`src/rtl/ptp_port_state_machine_unit_macros.svh`:
```
// Assertion macros for the PTP port state machine unit.
// Depends on clk and rst_n being visible where a macro is used.
`ifndef PTP_PORT_STATE_MACHINE_UNIT_MACROS_SVH
`define PTP_PORT_STATE_MACHINE_UNIT_MACROS_SVH

// Check a consequence in the same cycle.
`define PTPSM_ASSERT_NOW(lbl, ante, cons, msg) \
  lbl: assert property (@(posedge clk) disable iff (!rst_n) (ante) |-> (cons)) \
    else $error(msg);

// Check a consequence in the next cycle.
`define PTPSM_ASSERT_NEXT(lbl, ante, cons, msg) \
  lbl: assert property (@(posedge clk) disable iff (!rst_n) (ante) |=> (cons)) \
    else $error(msg);

`endif

```
`src/rtl/ptpsm_pkg.sv`:
```
// Shared types, codes and the port state transition function.
// No dependencies; used by every other file of the block except the macro header.
package ptpsm_pkg;

  localparam int MtDepth  = 8;
  localparam int IdxW     = (MtDepth > 1) ? $clog2(MtDepth) : 1;
  localparam int CntW     = $clog2(MtDepth + 1);
  localparam int ReqW     = 2;
  localparam int EvW      = 4;
  localparam int ClkIdW   = 64;
  localparam int PortNumW = 16;
  localparam int KeyW     = ClkIdW + PortNumW;
  localparam int TimeW    = 64;
  localparam int StW      = 4;
  localparam int KindW    = 2;
  localparam int CfgIdxW  = 2;
  localparam int CfgDataW = 8;
  localparam int LapW     = 3;
  localparam int RtcW     = 8;
  localparam int NsW      = 30;
  localparam int ProdW    = NsW + RtcW;
  localparam int TmoW     = ProdW + (1 << LapW) - 1;
  localparam int QDepth   = 2;
  localparam int QPtrW    = 1;
  localparam int QCntW    = 2;

  localparam logic [NsW-1:0] NS_PER_SEC = 30'd1000000000;

  localparam logic [StW-1:0] ST_INIT      = 4'd0;
  localparam logic [StW-1:0] ST_FAULTY    = 4'd1;
  localparam logic [StW-1:0] ST_DISABLED  = 4'd2;
  localparam logic [StW-1:0] ST_LISTEN    = 4'd3;
  localparam logic [StW-1:0] ST_PREMASTER = 4'd4;
  localparam logic [StW-1:0] ST_MASTER    = 4'd5;
  localparam logic [StW-1:0] ST_PASSIVE   = 4'd6;
  localparam logic [StW-1:0] ST_UNCAL     = 4'd7;
  localparam logic [StW-1:0] ST_SLAVE     = 4'd8;

  localparam logic [EvW-1:0] EV_INIT       = 4'd0;
  localparam logic [EvW-1:0] EV_FAULT      = 4'd1;
  localparam logic [EvW-1:0] EV_FAULT_CLR  = 4'd2;
  localparam logic [EvW-1:0] EV_ENABLE     = 4'd3;
  localparam logic [EvW-1:0] EV_DISABLE    = 4'd4;
  localparam logic [EvW-1:0] EV_RS_MASTER  = 4'd5;
  localparam logic [EvW-1:0] EV_RS_GM      = 4'd6;
  localparam logic [EvW-1:0] EV_RS_SLAVE   = 4'd7;
  localparam logic [EvW-1:0] EV_RS_PASSIVE = 4'd8;
  localparam logic [EvW-1:0] EV_QUAL_TO    = 4'd9;
  localparam logic [EvW-1:0] EV_SYNC_FAULT = 4'd10;
  localparam logic [EvW-1:0] EV_ANN_TO     = 4'd11;

  localparam logic [ReqW-1:0] REQ_EVENT    = 2'd0;
  localparam logic [ReqW-1:0] REQ_ANNOUNCE = 2'd1;
  localparam logic [ReqW-1:0] REQ_TICK     = 2'd2;

  localparam logic [KindW-1:0] KIND_NOP  = 2'd0;
  localparam logic [KindW-1:0] KIND_EVT  = 2'd1;
  localparam logic [KindW-1:0] KIND_ANN  = 2'd2;
  localparam logic [KindW-1:0] KIND_TICK = 2'd3;

  localparam logic [CfgIdxW-1:0] CFG_LOG_ANNOUNCE_PERIOD   = 2'd0;
  localparam logic [CfgIdxW-1:0] CFG_RECEIPT_TIMEOUT_COUNT = 2'd1;
  localparam logic [CfgIdxW-1:0] CFG_PEER_DELAY_MODE       = 2'd2;

  typedef struct packed {
    logic [KindW-1:0] kind;
    logic [EvW-1:0]   event_code;
    logic [KeyW-1:0]  key;
    logic [TimeW-1:0] tick_time;
  } cmd_t;

  typedef struct packed {
    logic valid;
    cmd_t cmd;
  } q_entry_t;

  typedef struct packed {
    logic                en;
    logic [CfgIdxW-1:0]  index;
    logic [CfgDataW-1:0] data;
  } cfg_wr_t;

  function automatic logic [StW-1:0] next_state(input logic [StW-1:0] s,
                                                input logic [EvW-1:0] ev);
    logic             rs_m;
    logic [StW-1:0]   ns;
    rs_m = (ev == EV_RS_MASTER) || (ev == EV_RS_GM);
    ns   = s;
    case (s)
      ST_INIT: begin
        if (ev == EV_INIT) ns = ST_LISTEN;
        else if (ev == EV_FAULT) ns = ST_FAULTY;
        else if (ev == EV_DISABLE) ns = ST_DISABLED;
      end
      ST_FAULTY: begin
        if (ev == EV_FAULT_CLR) ns = ST_INIT;
      end
      ST_DISABLED: begin
        if (ev == EV_ENABLE) ns = ST_LISTEN;
      end
      ST_LISTEN: begin
        if (rs_m) ns = ST_PREMASTER;
        else if (ev == EV_RS_SLAVE) ns = ST_UNCAL;
        else if (ev == EV_RS_PASSIVE) ns = ST_PASSIVE;
        else if (ev == EV_FAULT) ns = ST_FAULTY;
        else if (ev == EV_DISABLE) ns = ST_DISABLED;
      end
      ST_PREMASTER: begin
        if (ev == EV_QUAL_TO) ns = ST_MASTER;
        else if (ev == EV_RS_SLAVE) ns = ST_UNCAL;
        else if (ev == EV_RS_PASSIVE) ns = ST_PASSIVE;
      end
      ST_MASTER: begin
        if (ev == EV_RS_SLAVE) ns = ST_UNCAL;
        else if (ev == EV_RS_PASSIVE) ns = ST_PASSIVE;
      end
      ST_PASSIVE: begin
        if (rs_m) ns = ST_PREMASTER;
        else if (ev == EV_RS_SLAVE) ns = ST_UNCAL;
      end
      ST_UNCAL: begin
        if (rs_m) ns = ST_PREMASTER;
        else if (ev == EV_RS_PASSIVE) ns = ST_PASSIVE;
        else if (ev == EV_SYNC_FAULT || ev == EV_ANN_TO) ns = ST_LISTEN;
      end
      ST_SLAVE: begin
        if (rs_m) ns = ST_PREMASTER;
        else if (ev == EV_RS_PASSIVE) ns = ST_PASSIVE;
        else if (ev == EV_SYNC_FAULT) ns = ST_UNCAL;
        else if (ev == EV_ANN_TO) ns = ST_LISTEN;
      end
      default: ns = s;
    endcase
    return ns;
  endfunction

endpackage

```
`src/rtl/ptpsm_if.sv`:
```
// Channel interfaces: request input, result output and register writes.
// Depends on ptpsm_pkg for field widths.
interface ptpsm_in_if;
  logic                             valid;
  logic                             ready;
  logic [ptpsm_pkg::ReqW-1:0]       req_type;
  logic [ptpsm_pkg::EvW-1:0]        event_code;
  logic [ptpsm_pkg::ClkIdW-1:0]     source_clock_identity;
  logic [ptpsm_pkg::PortNumW-1:0]   source_port_number;
  logic [ptpsm_pkg::TimeW-1:0]      tick_time;
  modport source (output valid, req_type, event_code, source_clock_identity,
                  source_port_number, tick_time, input ready);
  modport sink (input valid, req_type, event_code, source_clock_identity,
                source_port_number, tick_time, output ready);
endinterface

interface ptpsm_out_if;
  logic                        valid;
  logic                        ready;
  logic [ptpsm_pkg::StW-1:0]   port_state_now;
  logic                        state_changed;
  logic                        entered_faulty;
  logic                        send_announce_sync;
  logic                        send_delay_request;
  logic                        status;
  modport source (output valid, port_state_now, state_changed, entered_faulty,
                  send_announce_sync, send_delay_request, status, input ready);
  modport sink (input valid, port_state_now, state_changed, entered_faulty,
                send_announce_sync, send_delay_request, status, output ready);
endinterface

interface ptpsm_cfg_if;
  logic                            valid;
  logic                            ready;
  logic [ptpsm_pkg::CfgIdxW-1:0]   index;
  logic [ptpsm_pkg::CfgDataW-1:0]  data;
  modport source (output valid, index, data, input ready);
  modport sink (input valid, index, data, output ready);
endinterface

```
`src/rtl/ptp_port_state_machine_unit.sv`:
```
// PTP port state machine unit: front stage, command queue and back stage.
// Depends on ptpsm_pkg, ptpsm_if, ptpsm_front, ptpsm_fifo, ptpsm_back and the macro header.
//
// Channels: in_chan takes requests (state event, announce, tick), out_chan gives one
// result per request, cfg_chan writes the three registers (always ready).
// A request transfer lands in the front register, moves through a two-entry queue and
// is carried out by the back stage, which handles one request at a time.
// In the back stage an event passes through an execute state, a tick through a multiply
// and a compare state, and an announce through a read and a compare per table entry
// (up to 8) and an end state; an unknown request goes straight to the result. The
// announce table search, through a registered memory read, makes announces the longest.
// Sustained rate: one request per back-stage pass.
// The front accepts new requests while the back works, until the queue and the front
// register are full.
// Reset: port state Initializing, table empty, last announce time zero, registers at
// their defaults (period 1, timeout count 3, end-to-end delay); no clearing pass.
// A stalled result holds in the output register; the back stage then waits and the
// queue fills.
module ptp_port_state_machine_unit (
  input  logic        clk,
  input  logic        rst_n,
  ptpsm_in_if.sink    in_chan,
  ptpsm_out_if.source out_chan,
  ptpsm_cfg_if.sink   cfg_chan
);
  import ptpsm_pkg::*;

`include "ptp_port_state_machine_unit_macros.svh"

  q_entry_t push;
  q_entry_t head;
  logic     q_full;
  logic     pop;
  cfg_wr_t  cfg_wr;

  assign cfg_chan.ready = 1'b1;
  assign cfg_wr.en      = cfg_chan.valid && cfg_chan.ready;
  assign cfg_wr.index   = cfg_chan.index;
  assign cfg_wr.data    = cfg_chan.data;

  ptpsm_front u_front (
    .clk      (clk),
    .rst_n    (rst_n),
    .in_chan  (in_chan),
    .push_o   (push),
    .q_full_i (q_full)
  );

  ptpsm_fifo u_fifo (
    .clk    (clk),
    .rst_n  (rst_n),
    .push_i (push),
    .full_o (q_full),
    .head_o (head),
    .pop_i  (pop)
  );

  ptpsm_back u_back (
    .clk      (clk),
    .rst_n    (rst_n),
    .head_i   (head),
    .pop_o    (pop),
    .cfg_i    (cfg_wr),
    .out_chan (out_chan)
  );

  `PTPSM_ASSERT_NOW(a_faulty_flag, out_chan.valid && out_chan.entered_faulty, out_chan.state_changed && out_chan.port_state_now == ST_FAULTY, "entered_faulty without a change into Faulty")
  `PTPSM_ASSERT_NOW(a_full_no_move, out_chan.valid && out_chan.status, !out_chan.state_changed && !out_chan.send_announce_sync, "table full result moved the state")
  `PTPSM_ASSERT_NOW(a_one_request, out_chan.valid, !(out_chan.send_announce_sync && out_chan.send_delay_request), "announce and delay request together")
  `PTPSM_ASSERT_NEXT(a_front_hold, push.valid && q_full, push.valid && $stable(push.cmd), "front stage dropped a command while the queue was full")

endmodule

```
`src/rtl/ptpsm_front.sv`:
```
// Front stage: takes request transfers, classifies them into commands, holds one.
// Depends on ptpsm_pkg and ptpsm_in_if.
module ptpsm_front (
  input  logic                 clk,
  input  logic                 rst_n,
  ptpsm_in_if.sink             in_chan,
  output ptpsm_pkg::q_entry_t  push_o,
  input  logic                 q_full_i
);
  import ptpsm_pkg::*;

  logic        hold_valid_r, hold_valid_nxt;
  cmd_t        hold_cmd_r, hold_cmd_nxt;
  logic        take;
  logic [KindW-1:0] kind;

  assign in_chan.ready = !hold_valid_r || !q_full_i;
  assign take          = in_chan.valid && in_chan.ready;
  assign push_o.valid  = hold_valid_r;
  assign push_o.cmd    = hold_cmd_r;

  always_comb begin
    case (in_chan.req_type)
      REQ_EVENT:    kind = KIND_EVT;
      REQ_ANNOUNCE: kind = KIND_ANN;
      REQ_TICK:     kind = KIND_TICK;
      default:      kind = KIND_NOP;
    endcase
  end

  always_comb begin
    hold_valid_nxt = hold_valid_r;
    hold_cmd_nxt   = hold_cmd_r;
    if (hold_valid_r && !q_full_i) hold_valid_nxt = 1'b0;
    if (take) begin
      hold_valid_nxt         = 1'b1;
      hold_cmd_nxt.kind       = kind;
      hold_cmd_nxt.event_code = in_chan.event_code;
      hold_cmd_nxt.key        = {in_chan.source_clock_identity, in_chan.source_port_number};
      hold_cmd_nxt.tick_time  = in_chan.tick_time;
    end
  end

  always_ff @(posedge clk) begin
    if (!rst_n) begin
      hold_valid_r <= 1'b0;
    end else begin
      hold_valid_r <= hold_valid_nxt;
    end
    hold_cmd_r <= hold_cmd_nxt;
  end

endmodule

```
`src/rtl/ptpsm_fifo.sv`:
```
// Short command queue between the front and back stages.
// Depends on ptpsm_pkg.
module ptpsm_fifo (
  input  logic                 clk,
  input  logic                 rst_n,
  input  ptpsm_pkg::q_entry_t  push_i,
  output logic                 full_o,
  output ptpsm_pkg::q_entry_t  head_o,
  input  logic                 pop_i
);
  import ptpsm_pkg::*;

  cmd_t              slot_r [QDepth];
  logic [QPtrW-1:0]  wr_ptr_r, wr_ptr_nxt;
  logic [QPtrW-1:0]  rd_ptr_r, rd_ptr_nxt;
  logic [QCntW-1:0]  cnt_r, cnt_nxt;
  logic              do_push, do_pop;

  assign full_o       = (cnt_r == QCntW'(QDepth));
  assign do_push      = push_i.valid && !full_o;
  assign do_pop       = pop_i && (cnt_r != '0);
  assign head_o.valid = (cnt_r != '0);
  assign head_o.cmd   = slot_r[rd_ptr_r];

  always_comb begin
    wr_ptr_nxt = do_push ? wr_ptr_r + 1'b1 : wr_ptr_r;
    rd_ptr_nxt = do_pop ? rd_ptr_r + 1'b1 : rd_ptr_r;
    cnt_nxt    = cnt_r;
    if (do_push && !do_pop) cnt_nxt = cnt_r + 1'b1;
    else if (!do_push && do_pop) cnt_nxt = cnt_r - 1'b1;
  end

  always_ff @(posedge clk) begin
    if (!rst_n) begin
      wr_ptr_r <= '0;
      rd_ptr_r <= '0;
      cnt_r    <= '0;
    end else begin
      wr_ptr_r <= wr_ptr_nxt;
      rd_ptr_r <= rd_ptr_nxt;
      cnt_r    <= cnt_nxt;
    end
    if (do_push) slot_r[wr_ptr_r] <= push_i.cmd;
  end

endmodule

```
`src/rtl/ptpsm_back.sv`:
```
// Back stage: port state, foreign-master table search, timeout check, result register.
// Depends on ptpsm_pkg and ptpsm_out_if.
module ptpsm_back (
  input  logic                 clk,
  input  logic                 rst_n,
  input  ptpsm_pkg::q_entry_t  head_i,
  output logic                 pop_o,
  input  ptpsm_pkg::cfg_wr_t   cfg_i,
  ptpsm_out_if.source          out_chan
);
  import ptpsm_pkg::*;

  localparam logic [3:0] S_IDLE     = 4'd0;
  localparam logic [3:0] S_EXEC     = 4'd1;
  localparam logic [3:0] S_ANN_RD   = 4'd2;
  localparam logic [3:0] S_ANN_CMP  = 4'd3;
  localparam logic [3:0] S_ANN_END  = 4'd4;
  localparam logic [3:0] S_TICK_MUL = 4'd5;
  localparam logic [3:0] S_TICK_CMP = 4'd6;
  localparam logic [3:0] S_DONE     = 4'd7;

  logic [3:0]       fsm_r, fsm_nxt;
  logic [StW-1:0]   state_r, state_nxt;
  logic [StW-1:0]   before_r, before_nxt;
  logic [CntW-1:0]  count_r, count_nxt;
  logic [CntW-1:0]  idx_r, idx_nxt;
  logic [TimeW-1:0] last_r, last_nxt;
  logic [LapW-1:0]  lap_r, lap_nxt;
  logic [RtcW-1:0]  rtc_r, rtc_nxt;
  logic             pdm_r, pdm_nxt;
  cmd_t             cmd_r, cmd_nxt;
  logic             found_r, found_nxt;
  logic             ann_r, ann_nxt;
  logic             dreq_r, dreq_nxt;
  logic             status_r, status_nxt;
  logic [ProdW-1:0] prod_r, prod_nxt;
  logic [TimeW-1:0] elapsed_r, elapsed_nxt;
  logic             ovalid_r, ovalid_nxt;
  logic [StW-1:0]   ostate_r, ostate_nxt;
  logic             ochg_r, ochg_nxt;
  logic             ofault_r, ofault_nxt;
  logic             oann_r, oann_nxt;
  logic             odreq_r, odreq_nxt;
  logic             ostatus_r, ostatus_nxt;

  logic [KeyW-1:0]  mem [MtDepth];
  logic [KeyW-1:0]  rd_data_r;
  logic             mem_we;
  logic [IdxW-1:0]  rd_addr;
  logic [IdxW-1:0]  wr_addr;

  logic [StW-1:0]   ev_state;
  logic [TmoW-1:0]  tmo;
  logic             expired;
  logic [StW-1:0]   tick_state;
  logic             is_slave_like;
  logic             tbl_full;

  assign rd_addr = idx_r[IdxW-1:0];
  assign wr_addr = count_r[IdxW-1:0];

  assign out_chan.valid              = ovalid_r;
  assign out_chan.port_state_now     = ostate_r;
  assign out_chan.state_changed      = ochg_r;
  assign out_chan.entered_faulty     = ofault_r;
  assign out_chan.send_announce_sync = oann_r;
  assign out_chan.send_delay_request = odreq_r;
  assign out_chan.status             = ostatus_r;

  assign ev_state      = next_state(state_r, cmd_r.event_code);
  assign tmo           = TmoW'(prod_r) << lap_r;
  assign is_slave_like = (state_r == ST_SLAVE) || (state_r == ST_UNCAL);
  assign expired       = is_slave_like && (elapsed_r > TimeW'(tmo));
  assign tick_state    = expired ? ST_LISTEN : state_r;
  assign tbl_full      = (count_r >= CntW'(MtDepth));

  always_comb begin
    fsm_nxt     = fsm_r;
    state_nxt   = state_r;
    before_nxt  = before_r;
    count_nxt   = count_r;
    idx_nxt     = idx_r;
    last_nxt    = last_r;
    lap_nxt     = lap_r;
    rtc_nxt     = rtc_r;
    pdm_nxt     = pdm_r;
    cmd_nxt     = cmd_r;
    found_nxt   = found_r;
    ann_nxt     = ann_r;
    dreq_nxt    = dreq_r;
    status_nxt  = status_r;
    prod_nxt    = prod_r;
    elapsed_nxt = elapsed_r;
    ovalid_nxt  = ovalid_r && !out_chan.ready;
    ostate_nxt  = ostate_r;
    ochg_nxt    = ochg_r;
    ofault_nxt  = ofault_r;
    oann_nxt    = oann_r;
    odreq_nxt   = odreq_r;
    ostatus_nxt = ostatus_r;
    mem_we      = 1'b0;
    pop_o       = 1'b0;

    if (cfg_i.en) begin
      case (cfg_i.index)
        CFG_LOG_ANNOUNCE_PERIOD:   lap_nxt = cfg_i.data[LapW-1:0];
        CFG_RECEIPT_TIMEOUT_COUNT: rtc_nxt = cfg_i.data[RtcW-1:0];
        CFG_PEER_DELAY_MODE:       pdm_nxt = cfg_i.data[0];
        default: ;
      endcase
    end

    case (fsm_r)
      S_IDLE: begin
        if (head_i.valid) begin
          pop_o      = 1'b1;
          cmd_nxt    = head_i.cmd;
          before_nxt = state_r;
          found_nxt  = 1'b0;
          ann_nxt    = 1'b0;
          dreq_nxt   = 1'b0;
          status_nxt = 1'b0;
          idx_nxt    = '0;
          case (head_i.cmd.kind)
            KIND_EVT:  fsm_nxt = S_EXEC;
            KIND_ANN:  fsm_nxt = S_ANN_RD;
            KIND_TICK: fsm_nxt = S_TICK_MUL;
            default:   fsm_nxt = S_DONE;
          endcase
        end
      end
      S_EXEC: begin
        if (ev_state != state_r) begin
          state_nxt = ev_state;
          if (ev_state == ST_INIT) count_nxt = '0;
          if (ev_state == ST_MASTER) last_nxt = '0;
        end
        fsm_nxt = S_DONE;
      end
      S_ANN_RD: begin
        fsm_nxt = (idx_r == count_r) ? S_ANN_END : S_ANN_CMP;
      end
      S_ANN_CMP: begin
        if (rd_data_r == cmd_r.key) begin
          found_nxt = 1'b1;
          fsm_nxt   = S_ANN_END;
        end else begin
          idx_nxt = idx_r + 1'b1;
          fsm_nxt = S_ANN_RD;
        end
      end
      S_ANN_END: begin
        if (!found_r && tbl_full) begin
          status_nxt = 1'b1;
        end else begin
          if (!found_r) begin
            mem_we    = 1'b1;
            count_nxt = count_r + 1'b1;
          end
          if (state_r == ST_LISTEN) state_nxt = ST_UNCAL;
        end
        fsm_nxt = S_DONE;
      end
      S_TICK_MUL: begin
        prod_nxt    = ProdW'(NS_PER_SEC) * ProdW'(rtc_r);
        elapsed_nxt = (cmd_r.tick_time >= last_r) ? cmd_r.tick_time - last_r : '0;
        fsm_nxt     = S_TICK_CMP;
      end
      S_TICK_CMP: begin
        state_nxt = tick_state;
        if (tick_state == ST_MASTER) begin
          ann_nxt  = 1'b1;
          last_nxt = cmd_r.tick_time;
        end else if ((tick_state == ST_SLAVE || tick_state == ST_UNCAL) && !pdm_r) begin
          dreq_nxt = 1'b1;
        end
        fsm_nxt = S_DONE;
      end
      S_DONE: begin
        if (!ovalid_r || out_chan.ready) begin
          ovalid_nxt  = 1'b1;
          ostate_nxt  = state_r;
          ochg_nxt    = (state_r != before_r);
          ofault_nxt  = (state_r != before_r) && (state_r == ST_FAULTY);
          oann_nxt    = ann_r;
          odreq_nxt   = dreq_r;
          ostatus_nxt = status_r;
          fsm_nxt     = S_IDLE;
        end
      end
      default: fsm_nxt = S_IDLE;
    endcase
  end

  always_ff @(posedge clk) begin
    if (mem_we) mem[wr_addr] <= cmd_r.key;
    rd_data_r <= mem[rd_addr];
  end

  always_ff @(posedge clk) begin
    if (!rst_n) begin
      fsm_r    <= S_IDLE;
      state_r  <= ST_INIT;
      count_r  <= '0;
      last_r   <= '0;
      lap_r    <= LapW'(1);
      rtc_r    <= RtcW'(3);
      pdm_r    <= 1'b0;
      ovalid_r <= 1'b0;
    end else begin
      fsm_r    <= fsm_nxt;
      state_r  <= state_nxt;
      count_r  <= count_nxt;
      last_r   <= last_nxt;
      lap_r    <= lap_nxt;
      rtc_r    <= rtc_nxt;
      pdm_r    <= pdm_nxt;
      ovalid_r <= ovalid_nxt;
    end
    before_r  <= before_nxt;
    idx_r     <= idx_nxt;
    cmd_r     <= cmd_nxt;
    found_r   <= found_nxt;
    ann_r     <= ann_nxt;
    dreq_r    <= dreq_nxt;
    status_r  <= status_nxt;
    prod_r    <= prod_nxt;
    elapsed_r <= elapsed_nxt;
    ostate_r  <= ostate_nxt;
    ochg_r    <= ochg_nxt;
    ofault_r  <= ofault_nxt;
    oann_r    <= oann_nxt;
    odreq_r   <= odreq_nxt;
    ostatus_r <= ostatus_nxt;
  end

endmodule

```
`src/flat_wrapper.sv`:
```
// flat-port wrapper written by rule: the top's interface ports become plain ports
module ptp_port_state_machine_unit_flat import ptpsm_pkg::*;
  (clk, rst_n, in_chan_valid, in_chan_req_type, in_chan_event_code, in_chan_source_clock_identity, in_chan_source_port_number, in_chan_tick_time, in_chan_ready, out_chan_valid, out_chan_port_state_now, out_chan_state_changed, out_chan_entered_faulty, out_chan_send_announce_sync, out_chan_send_delay_request, out_chan_status, out_chan_ready, cfg_chan_valid, cfg_chan_index, cfg_chan_data, cfg_chan_ready);
  ptpsm_in_if in_chan_i ();
  ptpsm_out_if out_chan_i ();
  ptpsm_cfg_if cfg_chan_i ();
  input  logic clk;
  input  logic rst_n;
  input wire logic [$bits(in_chan_i.valid)-1:0] in_chan_valid;
  input wire logic [$bits(in_chan_i.req_type)-1:0] in_chan_req_type;
  input wire logic [$bits(in_chan_i.event_code)-1:0] in_chan_event_code;
  input wire logic [$bits(in_chan_i.source_clock_identity)-1:0] in_chan_source_clock_identity;
  input wire logic [$bits(in_chan_i.source_port_number)-1:0] in_chan_source_port_number;
  input wire logic [$bits(in_chan_i.tick_time)-1:0] in_chan_tick_time;
  output wire logic [$bits(in_chan_i.ready)-1:0] in_chan_ready;
  output wire logic [$bits(out_chan_i.valid)-1:0] out_chan_valid;
  output wire logic [$bits(out_chan_i.port_state_now)-1:0] out_chan_port_state_now;
  output wire logic [$bits(out_chan_i.state_changed)-1:0] out_chan_state_changed;
  output wire logic [$bits(out_chan_i.entered_faulty)-1:0] out_chan_entered_faulty;
  output wire logic [$bits(out_chan_i.send_announce_sync)-1:0] out_chan_send_announce_sync;
  output wire logic [$bits(out_chan_i.send_delay_request)-1:0] out_chan_send_delay_request;
  output wire logic [$bits(out_chan_i.status)-1:0] out_chan_status;
  input wire logic [$bits(out_chan_i.ready)-1:0] out_chan_ready;
  input wire logic [$bits(cfg_chan_i.valid)-1:0] cfg_chan_valid;
  input wire logic [$bits(cfg_chan_i.index)-1:0] cfg_chan_index;
  input wire logic [$bits(cfg_chan_i.data)-1:0] cfg_chan_data;
  output wire logic [$bits(cfg_chan_i.ready)-1:0] cfg_chan_ready;
  assign in_chan_i.valid = in_chan_valid;
  assign in_chan_i.req_type = in_chan_req_type;
  assign in_chan_i.event_code = in_chan_event_code;
  assign in_chan_i.source_clock_identity = in_chan_source_clock_identity;
  assign in_chan_i.source_port_number = in_chan_source_port_number;
  assign in_chan_i.tick_time = in_chan_tick_time;
  assign in_chan_ready = in_chan_i.ready;
  assign out_chan_valid = out_chan_i.valid;
  assign out_chan_port_state_now = out_chan_i.port_state_now;
  assign out_chan_state_changed = out_chan_i.state_changed;
  assign out_chan_entered_faulty = out_chan_i.entered_faulty;
  assign out_chan_send_announce_sync = out_chan_i.send_announce_sync;
  assign out_chan_send_delay_request = out_chan_i.send_delay_request;
  assign out_chan_status = out_chan_i.status;
  assign out_chan_i.ready = out_chan_ready;
  assign cfg_chan_i.valid = cfg_chan_valid;
  assign cfg_chan_i.index = cfg_chan_index;
  assign cfg_chan_i.data = cfg_chan_data;
  assign cfg_chan_ready = cfg_chan_i.ready;
  ptp_port_state_machine_unit u_core (.clk(clk), .rst_n(rst_n), .in_chan(in_chan_i), .out_chan(out_chan_i), .cfg_chan(cfg_chan_i));
endmodule
```
`config.mk`:
```
export PLATFORM = sky130hd
export DESIGN_NAME = ptp_port_state_machine_unit_flat
export DESIGN_NICKNAME = d
export VERILOG_FILES = /design/src/rtl/ptpsm_pkg.sv /design/src/rtl/ptpsm_if.sv /design/src/rtl/ptp_port_state_machine_unit.sv /design/src/rtl/ptpsm_front.sv /design/src/rtl/ptpsm_fifo.sv /design/src/rtl/ptpsm_back.sv /design/src/flat_wrapper.sv
export VERILOG_INCLUDE_DIRS = /design/src /design/src/rtl
export SDC_FILE = /design/constraint.sdc
export NUM_CORES = 2
export LEC_CHECK = 0
export BUFFER_PORTS_ARGS = -buffer_cell sky130_fd_sc_hd__buf_2
export CORE_ASPECT_RATIO = 1.4
export CORE_UTILIZATION = 36
export DETAILED_ROUTE_END_ITERATION = 8
export HOLD_SLACK_MARGIN = 0.08
export PLACE_DENSITY_LB_ADDON = 0.2
export REMOVE_ABC_BUFFERS = 1
export SETUP_SLACK_MARGIN = 0.3
export SLEW_MARGIN = 20
export SYNTH_ARGS = -nofsm -noshare
export SYNTH_HDL_FRONTEND = slang
export SYNTH_SLANG_ARGS = --single-unit
```
`constraint.sdc`:
```
create_clock -name clk -period 16.6 [get_ports clk]
set_input_delay 4.15 -clock clk [delete_from_list [all_inputs] [get_ports clk]]
set_output_delay 4.15 -clock clk [all_outputs]
set_load 0.01 [all_outputs]
```
## After elaboration in Yosys (flattened, before gate mapping)

Memories as Yosys holds them, arrays and structs flattened. A register that Yosys moved wholly into a read port is not among the register bits.
Cells that the tools add are included.

- Flip-flop bits (word level): 506
- Memory bits (writable): 940
- Input port bits: 165
- Output and inout bits: 12
- Word-level logic and storage cells: 229
- Memories kept: 2

- Add/subtract/negate cells: 7
- $mul: 1
- Order comparisons: 3
- Eq/ne operators: 56
- Shift-type cells: 1
- Multiplexer cells: 72
- Reductions and logical operators: 54

Memories:

| name | depth | width | rd ports | clocked after memory_dff | wr ports | line | source |
|---|---|---|---|---|---|---|---|
| u_core.u_back.mem | 8 | 80 | 1 | 1 | 1 | ptpsm_back.sv:46 | `logic [KeyW-1:0] mem [MtDepth];` |
| u_core.u_fifo.slot_r | 2 | 150 | 1 | 1 | 1 | ptpsm_fifo.sv:13 | `cmd_t slot_r [QDepth];` |

Operators with widths:

| operator | count |
|---|---|
| $mux W64 | 3 |
| $mux W4 | 32 |
| $pmux W64 S2 | 1 |
| $eq A80 B80 Y1 | 1 |
| $ge A64 B64 Y1 | 1 |
| $gt A64 B45 Y1 | 1 |
| $sub A64 B64 Y64 | 1 |
| $eq A4 B3 Y1 const B | 15 |
| $shl A38 B3 Y45 | 1 |
| $pmux W4 S9 | 1 |
| $mul A21 B8 Y29 const A | 1 |
| $ne A2 B2 Y1 const B | 13 |
| $eq A4 B2 Y1 const B | 6 |
| $eq A4 B4 Y1 const B | 6 |
| $pmux W4 S6 | 1 |
| $mux W1 | 21 |
| $logic_not A4 Y1 | 4 |
| $pmux W4 S2 | 2 |
| $reduce_bool A2 Y1 | 8 |
| $eq A4 B1 Y1 const B | 3 |
| $pmux W4 S3 | 1 |
| $reduce_and A2 Y1 | 6 |
| $reduce_and A3 Y1 | 4 |
| $reduce_and A4 Y1 | 3 |
| 22 further kinds | 58 |

## Depth between registers and ports, before layout

- Depth in word-level cells: 11
- Depth in mapped cells: 19
- Mapped depth without buffers: 19

## Cells and area by module

A second synthesis with hierarchy kept.

- Cell total of the unflattened synthesis: 3827
- Area total of the unflattened synthesis: 64778.4 um2

By module, submodules not included:

| module | instances | cells an instance | area each (um2) | seq. area each (um2) |
|---|---|---|---|---|
| ptpsm_back | 1 | 3172 | 48701.7 | 30449.2 |
| ptpsm_fifo | 1 | 492 | 11473.5 | 9108.7 |
| ptpsm_front | 1 | 161 | 4591.9 | 4524.3 |
| ptp_port_state_machine_unit | 1 | 2 | 11.3 | 0.0 |

## Least setup slack after synthesis

OpenSTA, ideal clock, no wires.

- Path kind: input to register
- Start point: in in_chan_valid
- End point: reg u_core.u_front.hold_cmd_r (netlist bit u_core.u_front.push_o[0]) (enable)
- Setup time: 0.528 ns
- Data arrival time: 7.573 ns
- Required time: 16.072 ns
- Path slack: 8.499 ns
- Cell stages on the path: 1
- Path buffers: 0
- Cell sequence: and2_1

- Word-level cells in the longest chain between the ends: 1

RTL lines:

| item | line | source |
|---|---|---|
| start: declaration | flat_wrapper.sv:9 | `input wire logic [$bits(in_chan_i.valid)-1:0] in_chan_valid;` |
| $logic_and A1 B1 Y1 | ptpsm_front.sv:18 | `assign take = in_chan.valid && in_chan.ready;` |
| end signal: assignment | ptpsm_front.sv:50 | `hold_cmd_r <= hold_cmd_nxt;` |
| end: declaration | ptpsm_front.sv:13 | `cmd_t hold_cmd_r, hold_cmd_nxt;` |

Every way passes these cells.
A chain may end at the register's enable or synchronous reset.

## Worst setup path after layout

- Start point: reg u_core.u_back.ostatus_r, in the netlist u_core.u_back.out_chan.status
- End point: out out_chan_status

RTL lines:

| item | line | source |
|---|---|---|
| start: declaration | ptpsm_back.sv:44 | `logic ostatus_r, ostatus_nxt;` |
| start signal: assignment | ptpsm_back.sv:234 | `ostatus_r <= ostatus_nxt;` |
| end: declaration | flat_wrapper.sv:22 | `output wire logic [$bits(out_chan_i.status)-1:0] out_chan_status;` |

No word-level cell between the ends.

==> flow_metrics.py <==
metrics = {
    "outcome": {
        "status": "finished clean",
    },
    "synth": {
        "synth-edff-count": 1352,
        "synth_area_um2": 63700,
        "synthArstFlopShare_pct": 0,
        "syn-instance-count": 3812,
        "postSynthAreaPerCell_um2": 16.7,
        "ys_seq_area_share_pct": 69.2,
        "yosys_warnings": 0,
        "synth_cell_types": 87,
        "synth-seq-cells": 1526,
        "yosys_most_used_dff": "edfxtp_1",
    },
    "sta": {
        "maxSlewHeadroom_pct": 29.7,
        "fmax_ghz": 0.172,
        "tightest_slew_ns": 1.05,
        "finalSetupViolations": 0,
        "fin_crit_ns": 5.82,
        "period_share_pct": 35.1,
        "setup_tns_ns": 0,
        "finClkSkew_ns": 0.0435,
        "slew_violations": 0,
        "rsz0062_at_grt": "no",
        "hold_viol_final": 0,
    },
    "die": {
        "fp.dieW_um": 357,
        "die-area_um2": 179000,
        "pin_count": 177,
        "die_y_um": 500,
        "rows": 182,
        "initial_core_util_pct": 36.3,
        "core_um2": 176000,
    },
    "setup_path": {
        "crit_path_max_fanout": 1,
        "path_class": "reg -> out",
        "worst_path_largest_cell_delay_ns": 0.63,
        "cp.required_ns": 12.45,
        "path_delay_family": "flip-flops",
        "path_depth": 1,
        "worst_setup_path_end_kind": "output port",
        "startpoint_type": "flip-flop",
        "ff2ff_path_depth": 17,
        "critPathArrivalTime_ns": 1.67,
        "crit_chain": "buf_2",
        "worst_path_max_delay_cell": "edfxtp_1",
        "critical_path_buf_inv_count": 1,
    },
    "detailed_routing": {
        "final_antenna_net_count": 0,
        "viasPerCell": 5.01,
        "route.detailed.drc": 0,
        "dr_total_vias": 32400,
        "wire_per_inst_um": 21.1,
        "drtPass1Iterations": 5,
        "totalWireLength_um": 137000,
        "first_iter_violations": 1953,
    },
    "place": {
        "hpwl_um": 82700,
        "place_congestion": 0.847,
        "io_buffer_count": 175,
        "place_area_um2": 67200,
    },
    "pwr": {
        "pwr-share-clk_pct": 31.7,
        "p_switching_mw": 3.15,
        "comb_power_share_pct": 21.0,
        "p_leak_nw": 24.3,
        "p_seq_share_pct": 47.3,
        "p_int_mw": 7.94,
        "netSwitchingFraction_pct": 28.4,
        "power_density_nw_per_um2": 153,
        "fin_total_pwr_mw": 11.1,
        "ir_worst_vdd_v": 0.000109,
    },
    "clock_network": {
        "cts_setup_buffers": 0,
        "cts.htree.levels": 4,
        "cts-root-buf": "clkbuf_16",
        "cts_tree": "yes",
        "postCtsResizedCells": 0,
        "hold_buffers": 0,
        "clkLatencyLatePin_ns": 0.81,
        "cts_buffers": 156,
        "cts_num_sinks": 1526,
        "clk_pin_slew_ns": 0.06,
        "clockBufferDepth": 3,
    },
    "cells_and_area": {
        "multi_input_area_um2": 18300,
        "ff_latch_area_um2": 44100,
        "drive_gt1_share_pct": 23.4,
        "n_antenna_cell": 0,
        "fin_area_um2": 72400,
        "nFillCells": 16000,
        "syn_to_final_growth_pct": 13.7,
        "nets": 4427,
    },
    "grt": {
        "grt_pass1_vias": 34600,
        "grt_max_degree": 101,
        "grt_pass1_wl_um": 209000,
        "track_usage_pct": 15.5,
        "overflow": 0,
        "antenna_found_initial": 11,
    },
    "hold_path": {
        "holdPathStages": 0,
        "min_path_type": "reg -> reg",
    },
    "run": {
        "timing.max_cap.violations": 0,
    },
}
metal layers:
metal	share of wire, %	GRT usage, %
met1	43	19.6
met2	51	26.9
met3	3.7	2.29
met4	2.9	5.31
met5	0	0
power by group through the flow:
stage	sequential, mW	combinational (mW)	clock [mW]
6_report	5.25	2.33	3.51
3_5_place_dp	5.33	2.38	0
4_1_cts	5.26	2.39	3.63
2_1_floorplan	5.38	1.74	0
5_1_grt	5.31	2.58	3.76
3_3_place_gp	5.32	2.37	0
area by class of cell:
| class | count | area share (%) |
|---|---|---|
| Timing Repair Buffer | 221 | 1.73 |
| Multi-Input combinational cell | 1952 | 25.3 |
| Clock inverter | 78 | 1.15 |
| Clock buffer | 212 | 6.00 |
| Tap cell | 2300 | 3.97 |
| Inverter | 182 | 0.952 |
| Sequential cell | 1526 | 60.9 |
cell usage after synthesis (all sizes together), types with 22 or more instances:
master / n / area share (%)
nor2: 139 / 0.82
mux4: 180 / 6.4
a21oi: 124 / 0.97
nor4: 24 / 0.24
edfxtp: 1352 / 64
nor3: 28 / 0.23
a21o: 47 / 0.55
nand2: 180 / 1.1
nand2b: 25 / 0.25
xor2: 54 / 0.74
dfxtp: 174 / 5.5
a21boi: 73 / 0.86
mux2i: 43 / 0.68
ha: 174 / 3.4
nand3: 96 / 1.2
and3: 22 / 0.22
o21ai: 81 / 0.64
buf: 53 / 0.48
clkbuf: 99 / 0.58
xnor2: 115 / 1.6
nor2b: 27 / 0.27
fa: 49 / 1.5
inv: 182 / 1.1
nand4: 41 / 0.40
mux2: 234 / 4.1
cell usage in the layout (no fill, tap or decap), drive strengths merged, types with 73 or more instances in the layout:
cell type	netlist	final
dfxtp	174	174
xnor2	115	115
edfxtp	1352	1352
a21oi	124	124
clkbuf	99	212
ha	174	174
mux4	180	180
nand2	180	180
nor2	139	139
mux2	234	234
a21boi	73	73
inv	182	187
buf	53	221
o21ai	81	81
nand3	96	96
worst paths after layout:
check                                startpoint                           to  slack, ns
setup / recovery  u_core.u_back.out_chan.status              out_chan_status      10.78
setup reg to reg         u_core.u_back.rtc_r[6]     u_core.u_back.prod_r[37]      11.12
hold reg to reg       u_core.u_front.push_o[74]  u_core.u_fifo.slot_r[0][74]       0.44
hold / removal        u_core.u_front.push_o[74]  u_core.u_fifo.slot_r[0][74]       0.44
through the flow:
stage | hold WS, ns | util, % | worst slack [ns] | cells
floorplan | 0.400 | - | 8.50 | 3660
global placement | 0.422 | 38.3 | 10.32 | 6181
detailed placement | 0.429 | 38.3 | 10.31 | 6181
CTS | 0.442 | 41.3 | 10.70 | 6471
global route | 0.448 | 41.3 | 10.71 | 6471
finish | 0.437 | 41.3 | 10.78 | 6471
registers in the layout, indices dropped and copies added, names as in the netlist, 2 cells and up, named ones only:
register,cells
u_core.u_back.before_r,4
u_core.u_back.fsm_r,3
u_core.u_front.push_o,150
u_core.u_back.prod_r,29
u_core.u_back.elapsed_r,64
u_core.u_back.idx_r,4
u_core.u_fifo.slot_r,300
u_core.u_back.out_chan.port_state_now,4
u_core.u_back.lap_r,3
u_core.u_fifo.cnt_r,2
u_core.u_back.last_r,64
u_core.u_back.cmd_r,148
u_core.u_back.count_r,4
u_core.u_back.rtc_r,8
u_core.u_back.rd_data_r,80
u_core.u_back.state_r,4
u_core.u_back.mem,640
kinds of logic after synthesis:
family / synth area share [%]
flip-flops: 69.2
AND/OR/NAND/NOR: 5.44
AO/OA/AOI/OAI: 4.75
multiplexers: 11.2
buffers and inverters: 2.14
adder cells (fa/ha/maj): 4.96
XOR/XNOR: 2.32
other: 0.00589
Note: power is estimated with default switching activity, not from simulation.
